$ cat src/sv/sdhs_pkg.sv
// Shared constants, widths and interface structs of the squared-distance heap sorter.
package sdhs_pkg;

    localparam int CAPACITY   = 64;
    localparam int COORD_BITS = 16;
    localparam int KEY_W      = 32;
    localparam int ADDR_W     = $clog2(CAPACITY);
    localparam int CNT_W      = $clog2(CAPACITY + 1);
    localparam int IDX_W      = ADDR_W + 2;
    localparam int SQ_W       = 2 * COORD_BITS;
    localparam int SUM_W      = SQ_W + 1;
    localparam int EXT_W      = (SUM_W > KEY_W) ? SUM_W : KEY_W + 1;

    // request from the sequencer to the heap engine
    typedef struct packed {
        logic             ins;
        logic             pop;
        logic [KEY_W-1:0] key;
    } t_heap_cmd;

    // heap engine status back to the sequencer
    typedef struct packed {
        logic             done;
        logic             pop_valid;
        logic             pop_last;
        logic [KEY_W-1:0] pop_key;
        logic [CNT_W-1:0] count;
    } t_heap_stat;

endpackage

$ cat src/sv/sdhs_key.sv
// Squared-distance key unit: one shared multiplier squares x then y, then a saturating add.
module sdhs_key (
    input  logic                                 i_clk,
    input  logic                                 i_rst_n,
    input  logic                                 i_start,
    input  logic signed [sdhs_pkg::COORD_BITS-1:0] i_x,
    input  logic signed [sdhs_pkg::COORD_BITS-1:0] i_y,
    output logic                                 o_done,
    output logic [sdhs_pkg::KEY_W-1:0]           o_key
);

    typedef enum logic [4:0] {
        K_IDLE = 5'b00001,
        K_SQX  = 5'b00010,
        K_SQY  = 5'b00100,
        K_SUM  = 5'b01000,
        K_DONE = 5'b10000
    } t_key_state;

    t_key_state r_state, n_state;

    logic [sdhs_pkg::COORD_BITS-1:0] r_mx, r_my;
    logic [sdhs_pkg::SQ_W-1:0]       r_prod, r_acc;
    logic [sdhs_pkg::KEY_W-1:0]      r_key;
    logic [sdhs_pkg::COORD_BITS-1:0] mul_op;
    logic [sdhs_pkg::COORD_BITS-1:0] abs_x, abs_y;
    logic [sdhs_pkg::SUM_W-1:0]      sum;
    logic [sdhs_pkg::EXT_W-1:0]      sum_ext;
    logic [sdhs_pkg::KEY_W-1:0]      sat_key;

    // magnitude in COORD_BITS unsigned bits; the most negative value maps to 2^(n-1)
    assign abs_x = i_x[sdhs_pkg::COORD_BITS-1] ? (sdhs_pkg::COORD_BITS'(0) - i_x) : i_x;
    assign abs_y = i_y[sdhs_pkg::COORD_BITS-1] ? (sdhs_pkg::COORD_BITS'(0) - i_y) : i_y;

    assign mul_op  = (r_state == K_SQX) ? r_mx : r_my;
    assign sum     = sdhs_pkg::SUM_W'(r_acc) + sdhs_pkg::SUM_W'(r_prod);
    assign sum_ext = sdhs_pkg::EXT_W'(sum);
    assign sat_key = (|sum_ext[sdhs_pkg::EXT_W-1:sdhs_pkg::KEY_W]) ?
                     {sdhs_pkg::KEY_W{1'b1}} : sum_ext[sdhs_pkg::KEY_W-1:0];

    always_comb begin
        n_state = r_state;
        unique case (r_state)
            K_IDLE: if (i_start) n_state = K_SQX;
            K_SQX:  n_state = K_SQY;
            K_SQY:  n_state = K_SUM;
            K_SUM:  n_state = K_DONE;
            K_DONE: n_state = K_IDLE;
            default: n_state = K_IDLE;
        endcase
    end

    always_ff @(posedge i_clk) begin
        if (!i_rst_n) begin
            r_state <= K_IDLE;
        end else begin
            r_state <= n_state;
        end
    end

    always_ff @(posedge i_clk) begin
        if (r_state == K_IDLE && i_start) begin
            r_mx <= abs_x;
            r_my <= abs_y;
        end
        if (r_state == K_SQX || r_state == K_SQY) begin
            r_prod <= sdhs_pkg::SQ_W'(mul_op * mul_op);
        end
        if (r_state == K_SQY) begin
            r_acc <= r_prod;
        end
        if (r_state == K_SUM) begin
            r_key <= sat_key;
        end
    end

    assign o_done = (r_state == K_DONE);
    assign o_key  = r_key;

endmodule

$ cat config.mk
export PLATFORM = sky130hd
export DESIGN_NAME = sdhs_key
export DESIGN_NICKNAME = d
export VERILOG_FILES = /design/src/sv/sdhs_pkg.sv /design/src/sv/sdhs_key.sv
export SDC_FILE = /design/constraint.sdc
export NUM_CORES = 1
export LEC_CHECK = 0
export BUFFER_PORTS_ARGS = -buffer_cell sky130_fd_sc_hd__buf_4
export CAP_MARGIN = 40
export CORE_MARGIN = 5
export CORE_UTILIZATION = 64
export DETAILED_ROUTE_END_ITERATION = 8
export GPL_TIMING_DRIVEN = 0
export PLACE_DENSITY = 0.83
export SKIP_CTS_REPAIR_TIMING = 1
export SLEW_MARGIN = 20
export SYNTH_ARGS = -nofsm -noshare
export SYNTH_HDL_FRONTEND = slang
export SYNTH_SLANG_ARGS = --single-unit
$ cat constraint.sdc
create_clock -name i_clk -period 9.2 [get_ports i_clk]
set_clock_uncertainty 0.15 [all_clocks]
set_input_delay 0.46 -clock i_clk [delete_from_list [all_inputs] [get_ports i_clk]]
set_output_delay 0.46 -clock i_clk [all_outputs]
set_load 0.005 [all_outputs]
# == Word-level counts from Yosys, hierarchy flattened ==
# Cells that the tools add are included.
# word_totals
latch_bits,0
memories,0
mem_bits_ro,0
elab_cells,25
ff_bits,133
mem_bits_rw,0
out_inout_bits,33
inputBits,35
# classes
n_eq_ne,6
n_div,0
magnitude_cmp,0
n_mux,5
n_reduce_logical,2
n_mul,1
add_sub_neg,3
bitwise,0
n_shift,0
# op_table
cell,count
32-bit by 32-bit adder with 33-bit output,1
16-bit by 16-bit multiplier with 32-bit output,1
"1-bit by 16-bit subtractor with 16-bit output, first input constant",2
15-bit 2-to-1 mux,2
5-bit one-hot mux with 4 select lines,1
16-bit 2-to-1 mux,1
"5-bit by 1-bit == test with 1-bit output, second input constant",1
"5-bit by 2-bit == test with 1-bit output, second input constant",1
"5-bit by 3-bit == test with 1-bit output, second input constant",1
"5-bit by 4-bit == test with 1-bit output, second input constant",1
"5-bit == test, second input constant",1
5-bit 2-to-1 mux,1
"2-bit inequality test, second input constant",1
1-bit logical AND,1
1-bit logical OR,1

# == Longest topological paths before layout ==
# Gate-level depths: netlist (run 1).
# logic_depth
ltp_word,3
ltp_mapped,29
ltp_nobuf,28

# == Worst setup path before layout (run 1) ==
# No wires, ideal clock.
# synth_timing
path_kind,reg-to-reg
from,register r_state[2]
to,"register r_prod[30] (netlist bit), data pin"
synth_period_minus_slack_ns,7.386
setup_ns,0.264
stages_incl_launch_ff,26
path_buffers,2
t_arrival_ns,6.972
t_required_ns,8.786
slack_ns,1.814
path_cell_list,dfxtp_1 -> nor3_1 -> nand3b_1 -> buf_2 -> buf_1 -> mux2i_1 -> clkinv_1 -> nand2_1 -> fa_1 -> fa_1 -> inv_1 -> fa_1 -> fa_1 -> fa_1 -> inv_1 -> fa_1 -> inv_1 -> ha_1 -> a21oi_1 -> o21bai_1 -> a21o_1 -> a21oi_1 -> o21ai_0 -> a211o_1 -> a221oi_1 -> xnor2_1
# synth_between
elab_chain_cells,3
# synth_lines
item,line_no,rtl
"start, declared",sdhs_key.sv:20,"t_key_state r_state, n_state;"
"start signal, assigned",sdhs_key.sv:57,r_state <= n_state;
5-bit by 2-bit == test with 1-bit output,sdhs_key.sv:35,assign mul_op = (r_state == K_SQX) ? r_mx : r_my;
16-bit 2-to-1 mux,sdhs_key.sv:35,
16-bit by 16-bit multiplier with 32-bit output,sdhs_key.sv:67,r_prod <= sdhs_pkg::SQ_W'(mul_op * mul_op);
"end signal, assigned",sdhs_key.sv:67,
"end, declared",sdhs_key.sv:23,"logic [sdhs_pkg::SQ_W-1:0] r_prod, r_acc;"
# Every way passes these cells.
# A chain may end at the register's enable or synchronous reset.

# == Final worst setup path (run 1) ==
# Ends and elaborated chain as after synthesis.

==> results.py, run 1 <==
metrics = {
    "logic_synthesis": {
        "yosysSeqAreaShare": 0.294,
        "synth_ff_type": "edfxtp_1",
        "synth_cell_type_count": 65,
        "synth_top_family_by_area": "adder cells",
        "synth-edff-count": 126,
        "synth_fp_nets": 1603,
        "synth.avg_cell_area_um2": 10.4,
        "syn-instance-count": 1276,
        "synth_mux_area_frac": 0.0169,
        "yosys.area_share.simple": 0.100,
        "synth-xor-area-share": 0.0550,
        "synthTopCellsByArea": "edfxtp_1 29%, fa_1 25%, ha_1 12%, inv_1 7.0%, nand2_1 3.8%",
        "synth-compound-area-share": 0.0848,
        "synth_warnings": 0,
        "synth_common_cells": "246 x inv_1, 164 x fa_1, 135 x nand2_1, 128 x ha_1, 126 x edfxtp_1",
        "yosysTopAreaCellShare": 0.286,
        "ys_ff_latch": 131,
        "async_flop_share": 0,
        "synth.most_common_cell": "inv_1",
        "syn_area_um2": 13200,
        "yosys.area.top_type": "edfxtp_1",
        "yosys.area_share.adder": 0.369,
    },
    "global_route": {
        "grt_pass1_vias": 9637,
        "grt_usage": 0.239,
        "antenna_found_initial": 0,
        "grt_max_degree": 25,
        "gr-total-overflow": 0,
        "grt_pass1_wl_um": 45600,
    },
    "cts": {
        "cts_buffers": 17,
        "cts_tree": "done",
        "clk_latency_ps": 430,
        "htreeDepth": 4,
        "clock-sinks": 131,
        "cts_root_buffer": "clkbuf_16",
        "cts_buffer_depth": 2,
        "clk_pin_slew_ps": 60,
    },
    "die": {
        "fp-row-count": 52,
        "core-area_um2": 20300,
        "die-area_um2": 23600,
        "ios": 68,
        "die_w_um": 154,
        "start_util": 0.652,
        "die_y_um": 154,
    },
    "setup_path": {
        "worstRegToRegCells": 24,
        "crit_fanout": 10,
        "worstPathArrival_ps": 8720,
        "startpoint": "r_state[2]$_SDFFE_PN0P_",
        "path_class": "reg -> reg",
        "r2r_setup_slack_ps": 490,
        "reg2reg_from": "r_state[2]$_SDFFE_PN0P_",
        "start_kind": "flop",
        "end_kind": "flop",
        "cp.required_ps": 9210,
        "timing.rr.end": "r_prod[30]$_DFFE_PP_",
        "endpoint": "r_prod[30]$_DFFE_PP_",
    },
    "timing": {
        "slew_headroom": 0.460,
        "hold_viol": 0,
        "finalMaxSlewViolations": 0,
        "setup_viol": 0,
        "worst_pin_slew_ps": 788,
        "rsz0062_at_grt": "false",
        "fmax_ghz": 0.115,
        "period_minus_slack_ps": 8710,
        "finalWorstSetupSlack_ps": 488,
        "finalSetupTns_ps": 0,
        "period_share": 0.947,
    },
    "cells_and_area": {
        "nets": 1697,
        "drive_above_1_share": 0.0954,
        "area_growth_pct": 11.8,
        "antennaDiodeCount": 0,
    },
    "drt": {
        "wirelength_um": 27000,
        "vias": 9248,
        "wl_per_cell_um": 16.3,
        "ant_nets": 0,
        "vias_per_cell": 5.59,
        "detail_route.iter0.violations": 495,
        "first_pass_iters": 5,
        "drc": 0,
    },
    "place": {
        "place_ws_ps": 610,
        "gp_congestion": 0.944,
        "portBuffers": 67,
        "hpwl_um": 21300,
    },
    "hold_path": {
        "hold_path.class": "in -> reg",
    },
    "outcome": {
        "outcome": "finished clean",
    },
    "run": {
        "cap_violations": 0,
    },
}
-- metrics by stage --
step	utilization	hold WS [ps]	std cells	cell area [um^2]
after floorplan	-	283	1276	13200
after global placement	0.693	299	1613	14100
after detailed placement	0.699	294	1621	14200
after CTS	0.728	82.9	1653	14800
after global routing	0.728	90.3	1653	14800
final	0.728	88.8	1653	14800
-- state kept, by name, indices dropped and copies added (netlist names) --
| name | cells |
|---|---|
| o_key | 32 |
| r_acc | 31 |
| r_prod | 31 |
| r_mx | 16 |
| r_my | 16 |
| r_state | 5 |
-- critical path: stages, from the launching register on --
cell and delay, ps:
dfxtp_1 380, nor3_1 90, nand3b_1 240, buf_2 360, buf_1 550, mux2i_1 620
inv_1 290, clkbuf_1 350, nand2_1 240, fa_1 430, fa_1 490, inv_1 50
fa_1 480, fa_1 520, fa_1 520, fa_1 490, ha_1 360, a211oi_1 270
o21ai_0 130, a21o_1 200, a21oi_1 270, o21ai_0 190, a211o_1 330, a221oi_1 330
xnor2_1 110
-- how the worst min path moves through the flow --
stage,start,to,slack [ps],cells past startpoint
2_1_floorplan,r_prod[0]$_DFFE_PP_,r_acc[0]$_DFFE_PP_,280,0
3_3_place_gp,r_prod[16]$_DFFE_PP_,r_acc[16]$_DFFE_PP_,300,0
3_5_place_dp,r_prod[23]$_DFFE_PP_,r_acc[23]$_DFFE_PP_,290,0
4_1_cts,i_x[0],r_mx[0]$_DFFE_PP_,80,1
5_1_grt,i_x[0],r_mx[0]$_DFFE_PP_,90,1
6_report,i_x[0],r_mx[0]$_DFFE_PP_,90,1
-- cells in the final DEF (no fill, tap or decap), drive strengths merged, types with 6 or more instances in the layout --
cell	n
a21o	31
a21oi	51
buf	80
clkbuf	35
clkinv	9
edfxtp	126
fa	164
ha	128
inv	251
mux2	11
mux2i	10
nand2	137
nand2b	6
nand3	11
nor2	90
nor3	18
o21a	7
o21ai	36
o21bai	10
o31ai	6
or3	8
xnor2	57
xor2	26
-- final cells by class --
class,count,area [um^2]
clock buffers,17,425
multi-input cells,871,8300
well taps,270,338
flip-flops and latches,131,3880
repair buffers,75,603
fillers,1432,5510
plain buffers,23,118
clock inverters,15,180
inverters,251,942
-- logic make-up after synthesis --
family,after synthesis
xor+xnor,83
fa+ha+maj,292
compound gates,172
mux,21
buf+inv,274
flops,131
simple gates,303
-- layer usage --
layer | up-vias | track usage | wire length, um
li1 | 4358 | - | -
met1 | 4454 | 0.299 | 10800
met2 | 355 | 0.399 | 13000
met3 | 81 | 0.0540 | 2010
met4 | 0 | 0.108 | 1110
met5 | - | 0 | 0
Power of run 1 is left out: the tool's default activity adds up to more than one toggle a clock period on the data nets, which glitch-free logic cannot reach.
==> run 2, diff against run 1 <==
Clock period 9.2 ns to 8.4 ns, I/O delays scaled along.
==> run 2 against run 1 <==
Effect of this change: maximum frequency rose by 8.3%; final area up 0.37%; die area is the same; highest routed layer unchanged; sequential cell count stayed put.
==> results.py, run 2 (synthesis gave the netlist of run 1 again) <==
metrics = {
    "outcome": {
        "outcome": "finished clean",
    },
    "drt": {
        "vias": 9215,
        "vias_per_cell": 5.57,
        "first_pass_iters": 7,
        "dr_wl_met2_um": 13200,
        "wl_met1_um": 11000,
        "routed.top_layer": "met4",
        "wirelength_um": 27200,
        "detail_route.iter0.violations": 582,
        "routed-wl-met3_um": 1970,
        "wl_per_cell_um": 16.4,
        "drc": 0,
        "ant_nets": 0,
    },
    "place": {
        "place_ws_ps": -190,
        "hpwl_um": 21300,
        "portBuffers": 67,
        "gp_congestion": 0.944,
    },
    "setup_path": {
        "slowest_stage": "fa_1",
        "worstPathArrival_ps": 8050,
        "r2r_setup_slack_ps": 360,
        "path_delay_family": "adder cells",
        "worstRegToRegCells": 24,
        "cp_common_cell": "fa_1",
        "slowest_delay_ps": 520,
        "start_kind": "flop",
        "critPathBufInv": 5,
        "cp.required_ps": 8410,
        "timing.rr.end": "r_prod[30]$_DFFE_PP_",
        "path_class": "reg -> reg",
        "end_kind": "flop",
        "reg2reg_from": "r_state[2]$_SDFFE_PN0P_",
        "crit_chain": "nor3_1 -> nand3b_1 -> clkbuf_4 -> clkbuf_2 -> mux2i_2 -> inv_1 -> buf_2 -> nand2_1 -> fa_1 -> fa_1 -> inv_1 -> fa_1 -> fa_1 -> fa_1 -> fa_1 -> ha_1 -> a211oi_1 -> o21ai_0 -> a21o_1 -> a21oi_1 -> o21ai_0 -> a211o_1 -> a221oi_1 -> xnor2_1",
        "crit_fanout": 10,
    },
    "global_route": {
        "grt_pass1_vias": 9637,
        "grt_pass1_wl_um": 45600,
        "grt_max_degree": 25,
        "gr-total-overflow": 0,
        "grt_usage": 0.239,
        "antenna_found_initial": 0,
    },
    "die": {
        "core-area_um2": 20300,
        "die_w_um": 154,
        "ios": 68,
        "die_y_um": 154,
        "fp-row-count": 52,
        "die-area_um2": 23600,
        "start_util": 0.652,
    },
    "hold_path": {
        "whs_path_depth": 1,
        "whs_endpoint": "r_mx[0]$_DFFE_PP_",
        "hold_start": "i_x[0]",
        "hold_path.class": "in -> reg",
    },
    "run": {
        "cap_violations": 0,
    },
    "timing": {
        "finalWorstSetupSlack_ps": 355,
        "worst_pin_slew_ps": 781,
        "fmax_ghz": 0.124,
        "finalSetupTns_ps": 0,
        "period_share": 0.958,
        "slew_headroom": 0.464,
        "setup_viol": 0,
        "period_minus_slack_ps": 8040,
        "hold_viol": 0,
        "finalMaxSlewViolations": 0,
    },
    "cells_and_area": {
        "nets": 1698,
        "most-common-layout-cells": "246 x inv_1, 164 x fa_1, 135 x nand2_1",
        "largest_reg_flops": 32,
        "multi_input_area_um2": 8330,
        "antennaDiodeCount": 0,
        "drive_above_1_share": 0.103,
        "fillers": 1422,
        "layout_commonest_cell": "inv_1",
        "ff_latch_area_um2": 3880,
        "area_growth_pct": 12.2,
    },
    "cts": {
        "clk_latency_ps": 430,
        "cts_root_buffer": "clkbuf_16",
        "clock-sinks": 131,
        "cts_buffer_depth": 2,
        "cts_tree": "done",
        "htreeDepth": 4,
        "cts_buffers": 17,
        "clk_pin_slew_ps": 70,
    },
}
==> run 2: changes by cell type in the layout (fill, tap and decap cells not counted), moves of 2 or more <==
cell,change
clkinv_1,-2
clkinvlp_4,+2
clkbuf_2,+3
mux2i_4,+2
clkbuf_1,-3
mux2i_1,-3
==> run 2: stage by stage <==
| stage | area (um^2) | utilization | instances | hold slack [ps] |
|---|---|---|---|---|
| 3_3_place_gp | 14100 | 0.693 | 1613 | 299 |
| 3_5_place_dp | 14200 | 0.699 | 1621 | 294 |
| 4_1_cts | 14800 | 0.728 | 1653 | 42.9 |
| 2_1_floorplan | 13200 | - | 1276 | 283 |
| 6_report | 14800 | 0.731 | 1654 | 50.9 |
| 5_1_grt | 14800 | 0.731 | 1654 | 50.3 |
==> run 2: cell type report <==
| class | count | area share |
|---|---|---|
| buffer | 23 | 0.00843 |
| clock buffer | 17 | 0.0287 |
| clock inverter | 15 | 0.0121 |
| inverter | 251 | 0.0640 |
| multi-input combinational | 871 | 0.561 |
| sequential | 131 | 0.262 |
| tap | 270 | 0.0228 |
| timing repair buffer | 76 | 0.0411 |
==> run 2: worst reg2reg max path, stage by stage (launching register included) <==
cell,delay (ps)
dfxtp_1,340
nor3_1,260
nand3b_1,140
clkbuf_4,260
clkbuf_2,300
mux2i_2,460
inv_1,250
buf_2,270
nand2_1,180
fa_1,430
fa_1,490
inv_1,50
fa_1,480
fa_1,520
fa_1,520
fa_1,490
ha_1,360
a211oi_1,270
o21ai_0,120
a21o_1,200
a21oi_1,270
o21ai_0,200
a211o_1,330
a221oi_1,330
xnor2_1,110
==> run 2: how the worst max path moves through the flow <==
stage                            startpoint                    to  slack (ps)  cells past startpoint
finish              r_state[2]$_SDFFE_PN0P_  r_prod[30]$_DFFE_PP_         360                     24
detailed placement  r_state[2]$_SDFFE_PN0P_  r_prod[30]$_DFFE_PP_        -190                     24
CTS                 r_state[2]$_SDFFE_PN0P_  r_prod[30]$_DFFE_PP_        -230                     26
global placement    r_state[2]$_SDFFE_PN0P_  r_prod[30]$_DFFE_PP_        -660                     25
global route        r_state[4]$_SDFFE_PN0P_  r_prod[30]$_DFFE_PP_          -9                     26
floorplan           r_state[2]$_SDFFE_PN0P_  r_prod[30]$_DFFE_PP_        1010                     25
==> run 2: layer usage <==
| metal | vias to the layer above | global-route usage |
|---|---|---|
| met3 | 73 | 0.0540 |
| met4 | 0 | 0.108 |
| met5 | - | 0 |
| li1 | 4359 | - |
| met1 | 4453 | 0.299 |
| met2 | 330 | 0.399 |
Power of run 2 is left out for the same reason.
==> run 3, diff against run 2 <==
Settings changed: CORE_UTILIZATION 64 to 60, PLACE_DENSITY 0.83 to 0.78.
Clock period 8.4 ns to 10.19 ns, I/O delays scaled along.
==> run 3 against run 2 <==
Effect of this change: sequential share of layout area grew 0.10 points; worst hold slack gained 110 ps; core utilization shrank 5.2 points; final cell count grew 0.42%; register-to-register slack gained 980 ps; via count shrank 2.8%; clock-buffer cell count grew 1; global-route usage shrank 1.3 points.
==> results.py, run 3 (synthesis gave the netlist of run 1 again) <==
metrics = {
    "outcome": {
        "outcome": "finished clean",
    },
    "setup_path": {
        "startpoint": "r_state[2]$_SDFFE_PN0P_",
        "end_kind": "flop",
        "path_delay_family": "adder cells",
        "cp.required_ps": 10200,
        "crit_fanout": 10,
        "critPathBufInv": 6,
        "start_kind": "flop",
        "slowest_delay_ps": 750,
        "reg2reg_from": "r_state[2]$_SDFFE_PN0P_",
        "path_class": "reg -> reg",
        "cp_common_cell": "fa_1",
        "slowest_stage": "mux2i_2",
        "worstPathArrival_ps": 8860,
    },
    "global_route": {
        "antenna_found_initial": 0,
        "grt_max_degree": 32,
        "grt_pass1_vias": 9573,
        "gr-total-overflow": 0,
        "grt_usage": 0.226,
        "grt_pass1_wl_um": 44800,
    },
    "cells_and_area": {
        "most-common-layout-cells": "246 x inv_1, 164 x fa_1, 134 x nand2_1",
        "layout_commonest_cell": "inv_1",
        "stdcell_area_um2": 14800,
        "largest_reg_flops": 32,
        "drive_above_1_share": 0.0963,
        "antennaDiodeCount": 0,
        "fillers": 1624,
        "area_growth_pct": 11.8,
        "nets": 1695,
    },
    "die": {
        "die-area_um2": 25100,
        "ios": 68,
        "die_y_um": 158,
        "core-area_um2": 21800,
        "fp-row-count": 54,
        "start_util": 0.608,
        "die_w_um": 158,
    },
    "drt": {
        "drc": 0,
        "vias": 8960,
        "first_pass_iters": 5,
        "vias_per_cell": 5.39,
        "wirelength_um": 26300,
        "ant_nets": 0,
        "wl_per_cell_um": 15.9,
        "detail_route.iter0.violations": 445,
    },
    "cts": {
        "cts_buffers": 17,
        "clk_pin_slew_ps": 60,
        "cts_root_buffer": "clkbuf_16",
        "cts_tree": "done",
        "cts_buffer_depth": 2,
        "clk_latency_ps": 420,
        "clock-sinks": 131,
        "htreeDepth": 4,
    },
    "timing": {
        "slew_headroom": 0.430,
        "whs_ps": 156,
        "period_share": 0.869,
        "hold_viol": 0,
        "finalMaxSlewViolations": 0,
        "period_minus_slack_ps": 8850,
        "rsz0062_at_grt": "false",
        "fmax_ghz": 0.113,
        "worst_pin_slew_ps": 838,
        "finalSetupTns_ps": 0,
        "setup_viol": 0,
    },
    "place": {
        "gp_congestion": 0.891,
        "hpwl_um": 21300,
        "portBuffers": 67,
        "placed_area_um2": 14200,
    },
    "hold_path": {
        "hold_path.class": "in -> reg",
        "hold_start": "i_x[0]",
    },
    "run": {
        "cap_violations": 0,
    },
}
==> run 3: cell types whose count changed in the layout (fill, tap and decap cells not counted), sizes merged <==
cell	before	now
buf	80	78
clkinv	7	8
clkinvlp	5	4
inv	251	250
==> run 3: final timing paths <==
check	cells after the start	to	slack [ps]
worst max-delay path	25	r_prod[30]$_DFFE_PP_	1340
worst min-delay path	1	r_mx[0]$_DFFE_PP_	160
worst max register to register	25	r_prod[30]$_DFFE_PP_	1340
worst min register to register	0	r_acc[28]$_DFFE_PP_	310
==> run 3: area by class of cell <==
| type | count | area (um^2) | share of cell area |
|---|---|---|---|
| Buffer | 23 | 118 | 0.00796 |
| Clock buffer | 18 | 429 | 0.0290 |
| Clock inverter | 14 | 178 | 0.0120 |
| Inverter | 251 | 942 | 0.0637 |
| Multi-Input combinational cell | 871 | 8300 | 0.562 |
| Sequential cell | 131 | 3880 | 0.263 |
| Tap cell | 280 | 350 | 0.0237 |
| Timing Repair Buffer | 73 | 581 | 0.0393 |
==> run 3: through the flow <==
| step | setup slack, ps | instances | util |
|---|---|---|---|
| 5_1_grt | 1030 | 1661 | 0.680 |
| 3_5_place_dp | 1400 | 1629 | 0.652 |
| 6_report | 1340 | 1661 | 0.680 |
| 4_1_cts | 1400 | 1661 | 0.680 |
| 2_1_floorplan | 2800 | 1276 | - |
| 3_3_place_gp | 1070 | 1623 | 0.647 |
==> run 3: metal layers <==
| layer | track usage | vias up | part of all wire |
|---|---|---|---|
| li1 | - | 4354 | - |
| met1 | 0.285 | 4263 | 0.43 |
| met2 | 0.380 | 282 | 0.48 |
| met3 | 0.0535 | 61 | 0.064 |
| met4 | 0.0841 | 0 | 0.033 |
| met5 | 0 | - | 0 |
Power of run 3 is left out for the same reason.
